## config.mk

```make
export PLATFORM = sky130hd
export DESIGN_NAME = sorted_list_merge
export DESIGN_NICKNAME = d
export VERILOG_FILES = /design/src/rtl/slm_pkg.sv /design/src/rtl/sorted_list_merge.sv /design/src/rtl/slm_front.sv /design/src/rtl/slm_back.sv
export SDC_FILE = /design/constraint.sdc
export NUM_CORES = 1
export LEC_CHECK = 0
export CORE_MARGIN = 2
export CORE_UTILIZATION = 40
export CTS_BUF_LIST = sky130_fd_sc_hd__clkbuf_16
export DETAILED_ROUTE_END_ITERATION = 10
export DONT_BUFFER_PORTS = 1
export PLACE_DENSITY = 0.54
export SYNTH_ARGS = -nofsm -noshare
export SYNTH_HDL_FRONTEND = slang
export SYNTH_SLANG_ARGS = --single-unit
export TNS_END_PERCENT = 50
```

## constraint.sdc

```tcl
create_clock -name clk -period 4.1 [get_ports clk]
set_input_delay 0.205 -clock clk [delete_from_list [all_inputs] [get_ports clk]]
set_output_delay 0.205 -clock clk [all_outputs]
set_load 0.01 [all_outputs]
```

## src/rtl/slm_pkg.sv

```systemverilog
package slm_pkg;

  localparam int DEF_LIST_DEPTH  = 16;
  localparam int DEF_VALUE_WIDTH = 32;
  localparam int DATA_W          = 32;

  localparam int QUEUE_DEPTH = 2;
  localparam int QPTR_W      = $clog2(QUEUE_DEPTH);
  localparam int QCNT_W      = $clog2(QUEUE_DEPTH + 1);

  localparam logic MODE_LIST_A = 1'b0;
  localparam logic MODE_LIST_B = 1'b1;

  typedef struct packed {
    logic to_b;
    logic last;
  } cmd_ctl_t;

  typedef enum logic [1:0] {
    ST_LOAD,
    ST_READ,
    ST_PICK
  } back_st_t;

endpackage

```

## src/rtl/sorted_list_merge.sv

```systemverilog
// Load: one item per cycle while the queue has room; each item is then popped from
//   the queue and written to its list store. Merge: after the last item, each result
//   takes a list memory read (ST_READ), then a compare and output load (ST_PICK).
// Input stays open during a merge until the 2-entry queue fills.
// Reset (rst_n low, synchronous): counts, drop flag, queue and output valid clear;
//   list memories keep their contents; an unwritten entry is never picked as a result.
module sorted_list_merge #(
  parameter int LIST_DEPTH  = slm_pkg::DEF_LIST_DEPTH,
  parameter int VALUE_WIDTH = slm_pkg::DEF_VALUE_WIDTH
) (
  input  logic                       clk,
  input  logic                       rst_n,
  input  logic                       in_tvalid,
  output logic                       in_tready,
  input  logic [slm_pkg::DATA_W-1:0] in_tdata,   // value
  input  logic                       in_tuser,   // mode
  input  logic                       in_tlast,   // last
  output logic                       out_tvalid,
  input  logic                       out_tready,
  output logic [slm_pkg::DATA_W-1:0] out_tdata,  // merged_value
  output logic                       out_tuser,  // overflow
  output logic                       out_tlast   // final_res
);

  logic                          q_valid;
  logic                          q_pop;
  slm_pkg::cmd_ctl_t             q_ctl;
  logic signed [VALUE_WIDTH-1:0] q_value;

  slm_front #(
    .VALUE_WIDTH (VALUE_WIDTH)
  ) u_front (
    .clk       (clk),
    .rst_n     (rst_n),
    .in_tvalid (in_tvalid),
    .in_tready (in_tready),
    .in_tdata  (in_tdata),
    .in_tuser  (in_tuser),
    .in_tlast  (in_tlast),
    .q_valid   (q_valid),
    .q_pop     (q_pop),
    .q_ctl     (q_ctl),
    .q_value   (q_value)
  );

  slm_back #(
    .LIST_DEPTH  (LIST_DEPTH),
    .VALUE_WIDTH (VALUE_WIDTH)
  ) u_back (
    .clk        (clk),
    .rst_n      (rst_n),
    .q_valid    (q_valid),
    .q_pop      (q_pop),
    .q_ctl      (q_ctl),
    .q_value    (q_value),
    .out_tvalid (out_tvalid),
    .out_tready (out_tready),
    .out_tdata  (out_tdata),
    .out_tuser  (out_tuser),
    .out_tlast  (out_tlast)
  );

endmodule

```

## src/rtl/slm_front.sv

```systemverilog
module slm_front #(
  parameter int VALUE_WIDTH = slm_pkg::DEF_VALUE_WIDTH
) (
  input  logic                          clk,
  input  logic                          rst_n,
  input  logic                          in_tvalid,
  output logic                          in_tready,
  input  logic [slm_pkg::DATA_W-1:0]    in_tdata,  // value
  input  logic                          in_tuser,  // mode
  input  logic                          in_tlast,  // last
  output logic                          q_valid,
  input  logic                          q_pop,
  output slm_pkg::cmd_ctl_t             q_ctl,
  output logic signed [VALUE_WIDTH-1:0] q_value
);

  slm_pkg::cmd_ctl_t                q_ctl_r [slm_pkg::QUEUE_DEPTH];
  logic signed [VALUE_WIDTH-1:0]    q_val_r [slm_pkg::QUEUE_DEPTH];
  logic [slm_pkg::QPTR_W-1:0]       wr_ptr_r, wr_ptr_nxt;
  logic [slm_pkg::QPTR_W-1:0]       rd_ptr_r, rd_ptr_nxt;
  logic [slm_pkg::QCNT_W-1:0]       cnt_r, cnt_nxt;
  logic                             push;
  logic                             pop;
  slm_pkg::cmd_ctl_t                in_ctl;
  logic signed [VALUE_WIDTH-1:0]    in_val;

  // classify: pick the list, fit the value to the stored width
  always_comb begin
    in_ctl.to_b = (in_tuser == slm_pkg::MODE_LIST_B);
    in_ctl.last = in_tlast;
    in_val      = VALUE_WIDTH'($signed(in_tdata));
  end

  assign in_tready = (cnt_r != slm_pkg::QCNT_W'(slm_pkg::QUEUE_DEPTH));
  assign push      = in_tvalid && in_tready;
  assign q_valid   = (cnt_r != '0);
  assign pop       = q_pop && q_valid;
  assign q_ctl     = q_ctl_r[rd_ptr_r];
  assign q_value   = q_val_r[rd_ptr_r];

  always_comb begin
    wr_ptr_nxt = push ? wr_ptr_r + 1'b1 : wr_ptr_r;
    rd_ptr_nxt = pop ? rd_ptr_r + 1'b1 : rd_ptr_r;
    cnt_nxt    = cnt_r;
    if (push && !pop) begin
      cnt_nxt = cnt_r + 1'b1;
    end else if (pop && !push) begin
      cnt_nxt = cnt_r - 1'b1;
    end
  end

  always_ff @(posedge clk) begin
    if (!rst_n) begin
      wr_ptr_r <= '0;
      rd_ptr_r <= '0;
      cnt_r    <= '0;
    end else begin
      wr_ptr_r <= wr_ptr_nxt;
      rd_ptr_r <= rd_ptr_nxt;
      cnt_r    <= cnt_nxt;
    end
  end

  always_ff @(posedge clk) begin
    if (push) begin
      q_ctl_r[wr_ptr_r] <= in_ctl;
      q_val_r[wr_ptr_r] <= in_val;
    end
  end

endmodule

```

## src/rtl/slm_back.sv

```systemverilog
module slm_back #(
  parameter int LIST_DEPTH  = slm_pkg::DEF_LIST_DEPTH,
  parameter int VALUE_WIDTH = slm_pkg::DEF_VALUE_WIDTH
) (
  input  logic                          clk,
  input  logic                          rst_n,
  input  logic                          q_valid,
  output logic                          q_pop,
  input  slm_pkg::cmd_ctl_t             q_ctl,
  input  logic signed [VALUE_WIDTH-1:0] q_value,
  output logic                          out_tvalid,
  input  logic                          out_tready,
  output logic [slm_pkg::DATA_W-1:0]    out_tdata,  // merged_value
  output logic                          out_tuser,  // overflow
  output logic                          out_tlast   // final_res
);

  localparam int IDX_W = (LIST_DEPTH > 1) ? $clog2(LIST_DEPTH) : 1;
  localparam int CNT_W = $clog2(LIST_DEPTH + 1);
  localparam int SUM_W = CNT_W + 1;

  logic signed [VALUE_WIDTH-1:0] mem_a [LIST_DEPTH];
  logic signed [VALUE_WIDTH-1:0] mem_b [LIST_DEPTH];

  slm_pkg::back_st_t             state_r, state_nxt;
  logic [CNT_W-1:0]              cnt_a_r, cnt_a_nxt;
  logic [CNT_W-1:0]              cnt_b_r, cnt_b_nxt;
  logic [CNT_W-1:0]              ia_r, ia_nxt;
  logic [CNT_W-1:0]              ib_r, ib_nxt;
  logic                          drop_r, drop_nxt;
  logic signed [VALUE_WIDTH-1:0] rd_a_r;
  logic signed [VALUE_WIDTH-1:0] rd_b_r;
  logic                          out_valid_r, out_valid_nxt;
  logic [slm_pkg::DATA_W-1:0]    out_value_r;
  logic                          out_final_r;
  logic                          out_ovf_r;

  logic                          wr_a;
  logic                          wr_b;
  logic                          rd_en;
  logic                          load_out;
  logic                          out_free;
  logic                          a_left;
  logic                          b_left;
  logic                          take_a;
  logic                          is_final;
  logic signed [VALUE_WIDTH-1:0] sel_val;

  assign out_free = !out_valid_r || out_tready;
  assign a_left   = (ia_r < cnt_a_r);
  assign b_left   = (ib_r < cnt_b_r);
  assign take_a   = a_left && (!b_left || (rd_a_r < rd_b_r));
  assign sel_val  = take_a ? rd_a_r : rd_b_r;
  assign is_final = (SUM_W'(ia_r) + SUM_W'(ib_r) + SUM_W'(1))
                    == (SUM_W'(cnt_a_r) + SUM_W'(cnt_b_r));

  always_comb begin
    state_nxt     = state_r;
    cnt_a_nxt     = cnt_a_r;
    cnt_b_nxt     = cnt_b_r;
    ia_nxt        = ia_r;
    ib_nxt        = ib_r;
    drop_nxt      = drop_r;
    q_pop         = 1'b0;
    wr_a          = 1'b0;
    wr_b          = 1'b0;
    rd_en         = 1'b0;
    load_out      = 1'b0;
    out_valid_nxt = out_valid_r && !out_tready;
    case (state_r)
      slm_pkg::ST_LOAD: begin
        q_pop = q_valid;
        if (q_valid) begin
          if (!q_ctl.to_b) begin
            if (cnt_a_r < CNT_W'(LIST_DEPTH)) begin
              wr_a      = 1'b1;
              cnt_a_nxt = cnt_a_r + 1'b1;
            end else begin
              drop_nxt = 1'b1;
            end
          end else begin
            if (cnt_b_r < CNT_W'(LIST_DEPTH)) begin
              wr_b      = 1'b1;
              cnt_b_nxt = cnt_b_r + 1'b1;
            end else begin
              drop_nxt = 1'b1;
            end
          end
          if (q_ctl.last) begin
            ia_nxt    = '0;
            ib_nxt    = '0;
            state_nxt = slm_pkg::ST_READ;
          end
        end
      end
      slm_pkg::ST_READ: begin
        rd_en     = 1'b1;
        state_nxt = slm_pkg::ST_PICK;
      end
      slm_pkg::ST_PICK: begin
        if (out_free) begin
          load_out      = 1'b1;
          out_valid_nxt = 1'b1;
          if (take_a) begin
            ia_nxt = ia_r + 1'b1;
          end else begin
            ib_nxt = ib_r + 1'b1;
          end
          if (is_final) begin
            cnt_a_nxt = '0;
            cnt_b_nxt = '0;
            drop_nxt  = 1'b0;
            state_nxt = slm_pkg::ST_LOAD;
          end else begin
            state_nxt = slm_pkg::ST_READ;
          end
        end
      end
      default: begin
        state_nxt = slm_pkg::ST_LOAD;
      end
    endcase
  end

  always_ff @(posedge clk) begin
    if (!rst_n) begin
      state_r     <= slm_pkg::ST_LOAD;
      cnt_a_r     <= '0;
      cnt_b_r     <= '0;
      ia_r        <= '0;
      ib_r        <= '0;
      drop_r      <= 1'b0;
      out_valid_r <= 1'b0;
    end else begin
      state_r     <= state_nxt;
      cnt_a_r     <= cnt_a_nxt;
      cnt_b_r     <= cnt_b_nxt;
      ia_r        <= ia_nxt;
      ib_r        <= ib_nxt;
      drop_r      <= drop_nxt;
      out_valid_r <= out_valid_nxt;
    end
  end

  always_ff @(posedge clk) begin
    if (wr_a) begin
      mem_a[cnt_a_r[IDX_W-1:0]] <= q_value;
    end
    if (wr_b) begin
      mem_b[cnt_b_r[IDX_W-1:0]] <= q_value;
    end
    if (rd_en) begin
      rd_a_r <= mem_a[ia_r[IDX_W-1:0]];
      rd_b_r <= mem_b[ib_r[IDX_W-1:0]];
    end
  end

  always_ff @(posedge clk) begin
    if (load_out) begin
      out_value_r <= slm_pkg::DATA_W'(sel_val);
      out_final_r <= is_final;
      out_ovf_r   <= drop_r;
    end
  end

  assign out_tvalid = out_valid_r;
  assign out_tdata  = out_value_r;
  assign out_tlast  = out_final_r;
  assign out_tuser  = out_ovf_r;

  a_cnt_bound: assert property (@(posedge clk) disable iff (!rst_n)
    (cnt_a_r <= CNT_W'(LIST_DEPTH)) && (cnt_b_r <= CNT_W'(LIST_DEPTH)))
    else $error("list count beyond depth");

  a_pick_has_work: assert property (@(posedge clk) disable iff (!rst_n)
    (state_r == slm_pkg::ST_PICK) |-> (a_left || b_left))
    else $error("merge step with both lists exhausted");

  a_idx_bound: assert property (@(posedge clk) disable iff (!rst_n)
    (state_r != slm_pkg::ST_LOAD) |-> ((ia_r <= cnt_a_r) && (ib_r <= cnt_b_r)))
    else $error("merge index past list count");

  a_final_clears: assert property (@(posedge clk) disable iff (!rst_n)
    (state_r == slm_pkg::ST_PICK && out_free && is_final)
    |=> (cnt_a_r == '0 && cnt_b_r == '0 && !drop_r && out_tvalid && out_tlast))
    else $error("final result without clear");

  a_no_pop_in_merge: assert property (@(posedge clk) disable iff (!rst_n)
    (state_r != slm_pkg::ST_LOAD) |-> !q_pop)
    else $error("queue popped during merge");

endmodule

```

After elaboration in Yosys (flattened, before gate mapping)
Memories as Yosys holds them, arrays and structs flattened. A register that Yosys moved wholly into a read port is not among the register bits. Index checks and enable logic that the tools add are counted.

Bits in registers: 62. Input bits: 38. Bits in writable memories: 1092. Output and inout bits: 36. Memories kept: 4. Logic and storage cells: 129.

Memory list: u_back.mem_a (words 16, bits a word 32, read ports 1, clocked after Yosys merged registers in 1, write ports 1, RTL line slm_back.sv:22) `logic signed [VALUE_WIDTH-1:0] mem_a [LIST_DEPTH];`; u_back.mem_b (words 16, bits a word 32, read ports 1, clocked after Yosys merged registers in 1, write ports 1, RTL line slm_back.sv:23) `logic signed [VALUE_WIDTH-1:0] mem_b [LIST_DEPTH];`; u_front.q_val_r (words 2, bits a word 32, read ports 1, clocked after Yosys merged registers in 1, write ports 1, RTL line slm_front.sv:18) `logic signed [VALUE_WIDTH-1:0] q_val_r [slm_pkg::QUEUE_DEPTH];`; u_front.q_ctl_r (words 2, bits a word 2, read ports 1, clocked after Yosys merged registers in 1, write ports 1, RTL line slm_front.sv:17) `slm_pkg::cmd_ctl_t q_ctl_r [slm_pkg::QUEUE_DEPTH];`.

$add $sub $neg: 11. Order comparisons: 5. Muxes and demuxes: 57. Reductions and logical operators: 23. Eq/ne operators: 16.

Operators by type and width (count): two-way mux 5 bit (14); one-hot mux 5 bit (2 select lines) (4); less-than comparator 32 bit (1); two-way mux 32 bit (1); two-way mux 1 bit (31); adder 5 x 1 -> 5 bit (second input constant) (4); AND reduction 6 bit (3); != test 2 x 1 -> 1 bit (second input constant) (7); adder 5 x 5 -> 6 bit (2); less-than comparator 5 bit (2); less-than comparator 5 bit (second input constant) (2); two-way mux 2 bit (5); AND reduction 5 bit (2); != test 2 bit (second input constant) (4); adder 6 x 1 -> 6 bit (second input constant) (1); equality test 6 bit (1); logical AND 1 bit (6); one-hot mux 2 bit (3 select lines) (1); nonzero test 2 bit (3); zero test 1 bit (5); != test 3 x 2 -> 1 bit (second input constant) (1); != test 3 bit (second input constant) (1); AND reduction 3 bit (1); adder 1 bit (second input constant) (2); 7 further kinds (8).

Longest topological paths before layout
Depth in word-level cells: 7. Gate-level depth with buffers: 15.

Cells and area by module
A second synthesis with hierarchy kept.

Cell total of the unflattened synthesis: 2337. Area, all modules: 47808.4 um2.

Modules (own cells, without submodules): slm_back (instances 1, area each 45113.3 um2, cells an instance 2207); slm_front (instances 1, area each 2695.1 um2, cells an instance 130).

Least setup slack after synthesis
OpenSTA, ideal clock, no wires.

Path type: register -> register. Start: register u_back.state_r[0]. End: memory u_back.mem_b[3][0] (netlist name) (enable). Period minus slack after synthesis: 4.103 ns. Library setup time: 0.461 ns. Stages on the path, launching flop included: 7. Data arrival time: 3.642 ns. Buffers on the path: 1. Slack: -0.003 ns. Path through: dfxtp_1 -> clkbuf_1 -> nor2_1 -> o21ai_1 -> nor3_1 -> nand2_1 -> nor3_1.

Word-level cells in the longest chain between the ends: 4.

Ends and longest elaborated chain: start: declaration (RTL line slm_back.sv:25) `slm_pkg::back_st_t state_r, state_nxt;`; start signal: assignment (RTL line slm_back.sv:127) `state_r <= slm_pkg::ST_LOAD;`; start signal: assignment (RTL line slm_back.sv:135) `state_r <= state_nxt;`; zero test 2 bit (RTL line slm_back.sv:70) `case (state_r)`; two-way mux 1 bit (RTL line slm_back.sv:70); two-way mux 1 bit (RTL line slm_back.sv:149) `if (wr_b) begin`; two-way mux 1 bit (implied by the code) (RTL line slm_back.sv:150) `mem_b[cnt_b_r[IDX_W-1:0]] <= q_value;`; end: declaration (RTL line slm_back.sv:23).

Every way passes these cells.

Worst setup path in the final report
Start: register u_back.rd_a_r[11], read port of u_back.mem_a. End: register u_back.out_value_r (netlist bit u_back.out_tdata[15]), data pin.

Word-level cells in the longest chain between the ends: 4.

Ends and longest elaborated chain: start: declaration (RTL line slm_back.sv:31) `logic signed [VALUE_WIDTH-1:0] rd_a_r;`; less-than comparator 32 bit (RTL line slm_back.sv:52) `assign take_a = a_left && (!b_left || (rd_a_r < rd_b_r));`; logical OR 1 bit (RTL line slm_back.sv:52); logical AND 1 bit (RTL line slm_back.sv:52); two-way mux 32 bit (RTL line slm_back.sv:53) `assign sel_val = take_a ? rd_a_r : rd_b_r;`; via u_back.sel_val[15] (RTL line slm_back.sv:47) `logic signed [VALUE_WIDTH-1:0] sel_val;`; end signal: assignment (RTL line slm_back.sv:160) `out_value_r <= slm_pkg::DATA_W'(sel_val);`; end: declaration (RTL line slm_back.sv:34) `logic [slm_pkg::DATA_W-1:0] out_value_r;`.

The timed path passes the listed nets, and every way through them passes these cells. A chain may end at the register's enable or synchronous reset.

==> flow_metrics.tcl <==
set metrics [dict create \
    ys_ff_latch 1219 \
    p_per_area_mw_per_mm2 565 \
    coreArea_mm2 0.118 \
    rsz0062_at_grt "no" \
    required_ns 4.54 \
    synth_ff_type "edfxtp_1" \
    critPathCaptureType "flop" \
    die-height_um 348 \
    async_reset_ff_share_pct 0 \
    yosysTopAreaCellShare_pct 75.5 \
    grt_pass1_vias 23911 \
    dp.cells 3847 \
    fin_crit_sh_pct 84.0 \
    worstPathMaxFanout 42 \
    final_cells 4106 \
    cts_buffers 121 \
    worstSetupStartpointType "flop" \
    cts.repair.resized 0 \
    netlist_top_cells_count "edfxtp_1, mux4_2, nand2_1" \
    ant_nets 0 \
    worstMarginPinSlew_ns 1.09 \
    cp.arrival_ns 3.88 \
    start_util_pct 40.2 \
    cpPeakStageDelay_ns 0.69 \
    finalMaxSlewViolations 0 \
    num_vias 22797 \
    io_buffer_count 0 \
    die_x_um 348 \
    layout-drive-gt1-share_pct 21.8 \
    grt.overflow.total 0 \
    cts-htree-levels 3 \
    antenna_found_initial 0 \
    postCtsSetupBuffers 0 \
    outcome "finished, final reports clean" \
    slew_headroom_pct 27.1 \
    grt_pass1_wl_um 165000 \
    hold_class "in2reg" \
    synth_cell_type_count 55 \
    synth_seq_area_share_pct 76.7 \
    cts.path.max_buffers 3 \
    post-synth-top-count-cell "edfxtp_1" \
    worstSetupPathType "reg2reg" \
    cts_sinks 1219 \
    synthToLayoutAreaGrowth_pct 14.2 \
    ir_drop_v 0.000433 \
    leakagePower_nw 16.7 \
    final.setup.tns_ns 0 \
    ctsRootBufferMaster "clkbuf_16" \
    diodes 0 \
    fmax_mhz 290 \
    dp_hpwl_um 63100 \
    synth_largest_area_cell "edfxtp_1" \
    routabilityCongestion 0.834 \
    grt_use_total_pct 18.8 \
    die-area_mm2 0.121 \
    cp_common_cell "o21ai_0" \
    finalCriticalPeriod_ns 3.44 \
    clk_latency_ns 0.72 \
    path_clk_slew_ns 0.06 \
    synth_area_mm2 0.0473 \
    hold_viol_final 0 \
    synth_area_leaders "edfxtp_1, mux4_2, mux2i_1" \
    avgSynthCellArea_um2 20.1 \
    syn_inst 2359 \
    cts_tree "done" \
    slowest_stage "nor2_4" \
    vias_per_cell 5.55 \
    ys_warn_count 0 \
    setup_viol 0 \
    path_cells "ha_1 -> a21oi_1 -> o21ai_0 -> a221oi_1 -> a2111o_1 -> a31oi_1 -> nor2_4 -> buf_4 -> o21ai_0" \
    skew_ns 0.0397 \
    grt_max_degree 129 \
    fin_nets 2571 \
    wl_per_cell_um 27.7 \
    ioPinCount 74 \
    maxCapViolCount 0 \
    synth_edf_count 1190 \
    drtIter0Drc 2262 \
    rows 126 \
    dr.pass1.iters 5 \
    cts_hold_buf 37 \
    synth_nets 2459 \
    drc 0 \
    drt-total-wl_um 114000 \
]
-- flip-flops by register name, indices dropped and copies added (netlist names), 5 cells and up, named ones only --
register          flops
u_back.mem_a        512
u_back.mem_b        512
u_front.q_val_r      64
u_back.out_tdata     32
u_back.rd_a_r        32
u_back.rd_b_r        32
u_back.cnt_a_r        5
u_back.cnt_b_r        5
u_back.ia_r           5
u_back.ib_r           5
-- logic make-up (layout without fill, tap and decap cells) --
family,Yosys count,in the layout,synth area share (%)
flip-flops,1219,1219,76.7
AND/OR/NAND/NOR,226,226,2.06
multiplexers,388,388,14.3
AO/OA/AOI/OAI,287,287,3.69
adder cells (fa/ha/maj),62,62,1.67
buffers and inverters,162,373,1.29
XOR/XNOR,15,15,0.307
-- per-layer routing --
layer | wire, µm | GRT usage, %
met4 | 2200 | 4.27
met2 | 54000 | 30.3
met5 | 0 | 0
met1 | 50600 | 26.6
met3 | 6800 | 3.83
-- report_power, final --
group | internal (mW) | total (mW) | switching (mW)
registers | 15.5 | 15.8 | 0.299
clock network | 6.08 | 10.7 | 4.61
logic | 1.21 | 4.03 | 2.82
total | 22.8 | 30.5 | 7.73
-- area by class of cell --
type / instances / area, µm²
Fill cell: 9788 / 63700
Sequential cell: 1219 / 36300
Multi-Input combinational cell: 978 / 10700
Clock buffer: 121 / 3030
Tap cell: 1536 / 1920
Timing Repair Buffer: 100 / 1090
Clock inverter: 101 / 802
Inverter: 51 / 191
-- metrics by stage --
step | util [%] | instance area (µm²) | setup slack, ns | power (mW) | hold WS (ns)
finish | 45.9 | 54100 | 0.655 | 30.5 | 0.142
global route | 45.9 | 54100 | 0.385 | 31.7 | 0.123
CTS | 45.9 | 54100 | 0.669 | 30.9 | 0.0868
detailed placement | 42.3 | 49900 | 0.690 | 20.1 | 0.304
global placement | 42.3 | 49900 | 0.835 | 20.0 | 0.304
floorplan | - | 47400 | -0.00211 | 18.4 | 0.304
-- final timing paths --
check	from	end	slack, ns	cells past startpoint
worst min-delay path	in_tdata[15]	u_front.q_val_r[1][15]$_DFFE_PP_	0.14	1
worst max-delay path	u_back.rd_a_r[11]$_DFFE_PN_	u_back.out_tdata[15]$_DFFE_PP_	0.66	9
worst min register to register	u_back.drop_r$_SDFFE_PN0P_	u_back.out_tuser$_DFFE_PP_	0.45	0
worst max register to register	u_back.rd_a_r[11]$_DFFE_PN_	u_back.out_tdata[15]$_DFFE_PP_	0.66	9
-- cell usage in the layout (no fill, tap or decap), types with 8 or more instances in the layout --
cell type | Yosys | final
a21oi_1 | 65 | 65
a221oi_1 | 33 | 33
a22oi_1 | 32 | 32
buf_12 | 0 | 20
buf_4 | 0 | 43
bufinv_16 | 0 | 12
clkbuf_16 | 0 | 121
clkinv_1 | 0 | 34
clkinv_2 | 0 | 24
dfxtp_1 | 29 | 20
dlygate4sd3_1 | 0 | 37
edfxtp_1 | 1190 | 1190
ha_1 | 60 | 60
inv_1 | 51 | 75
mux2_2 | 57 | 57
mux2i_1 | 106 | 106
mux4_2 | 224 | 224
nand2_1 | 125 | 125
nand3_1 | 12 | 12
nor2_1 | 48 | 23
nor2_4 | 0 | 26
o21ai_0 | 119 | 119
xnor2_1 | 8 | 8
-- critical path: cells and delay by family (launching register included) --
kind | cells | cell delay, ns
AOI/OAI and AO/OA | 6 | 1.32
adders and majority gates | 1 | 0.31
buffers and inverters | 1 | 0.43
DFF | 1 | 0.41
and+or+nand+nor | 1 | 0.69
No activity file was read; power rests on OpenSTA's default activity.
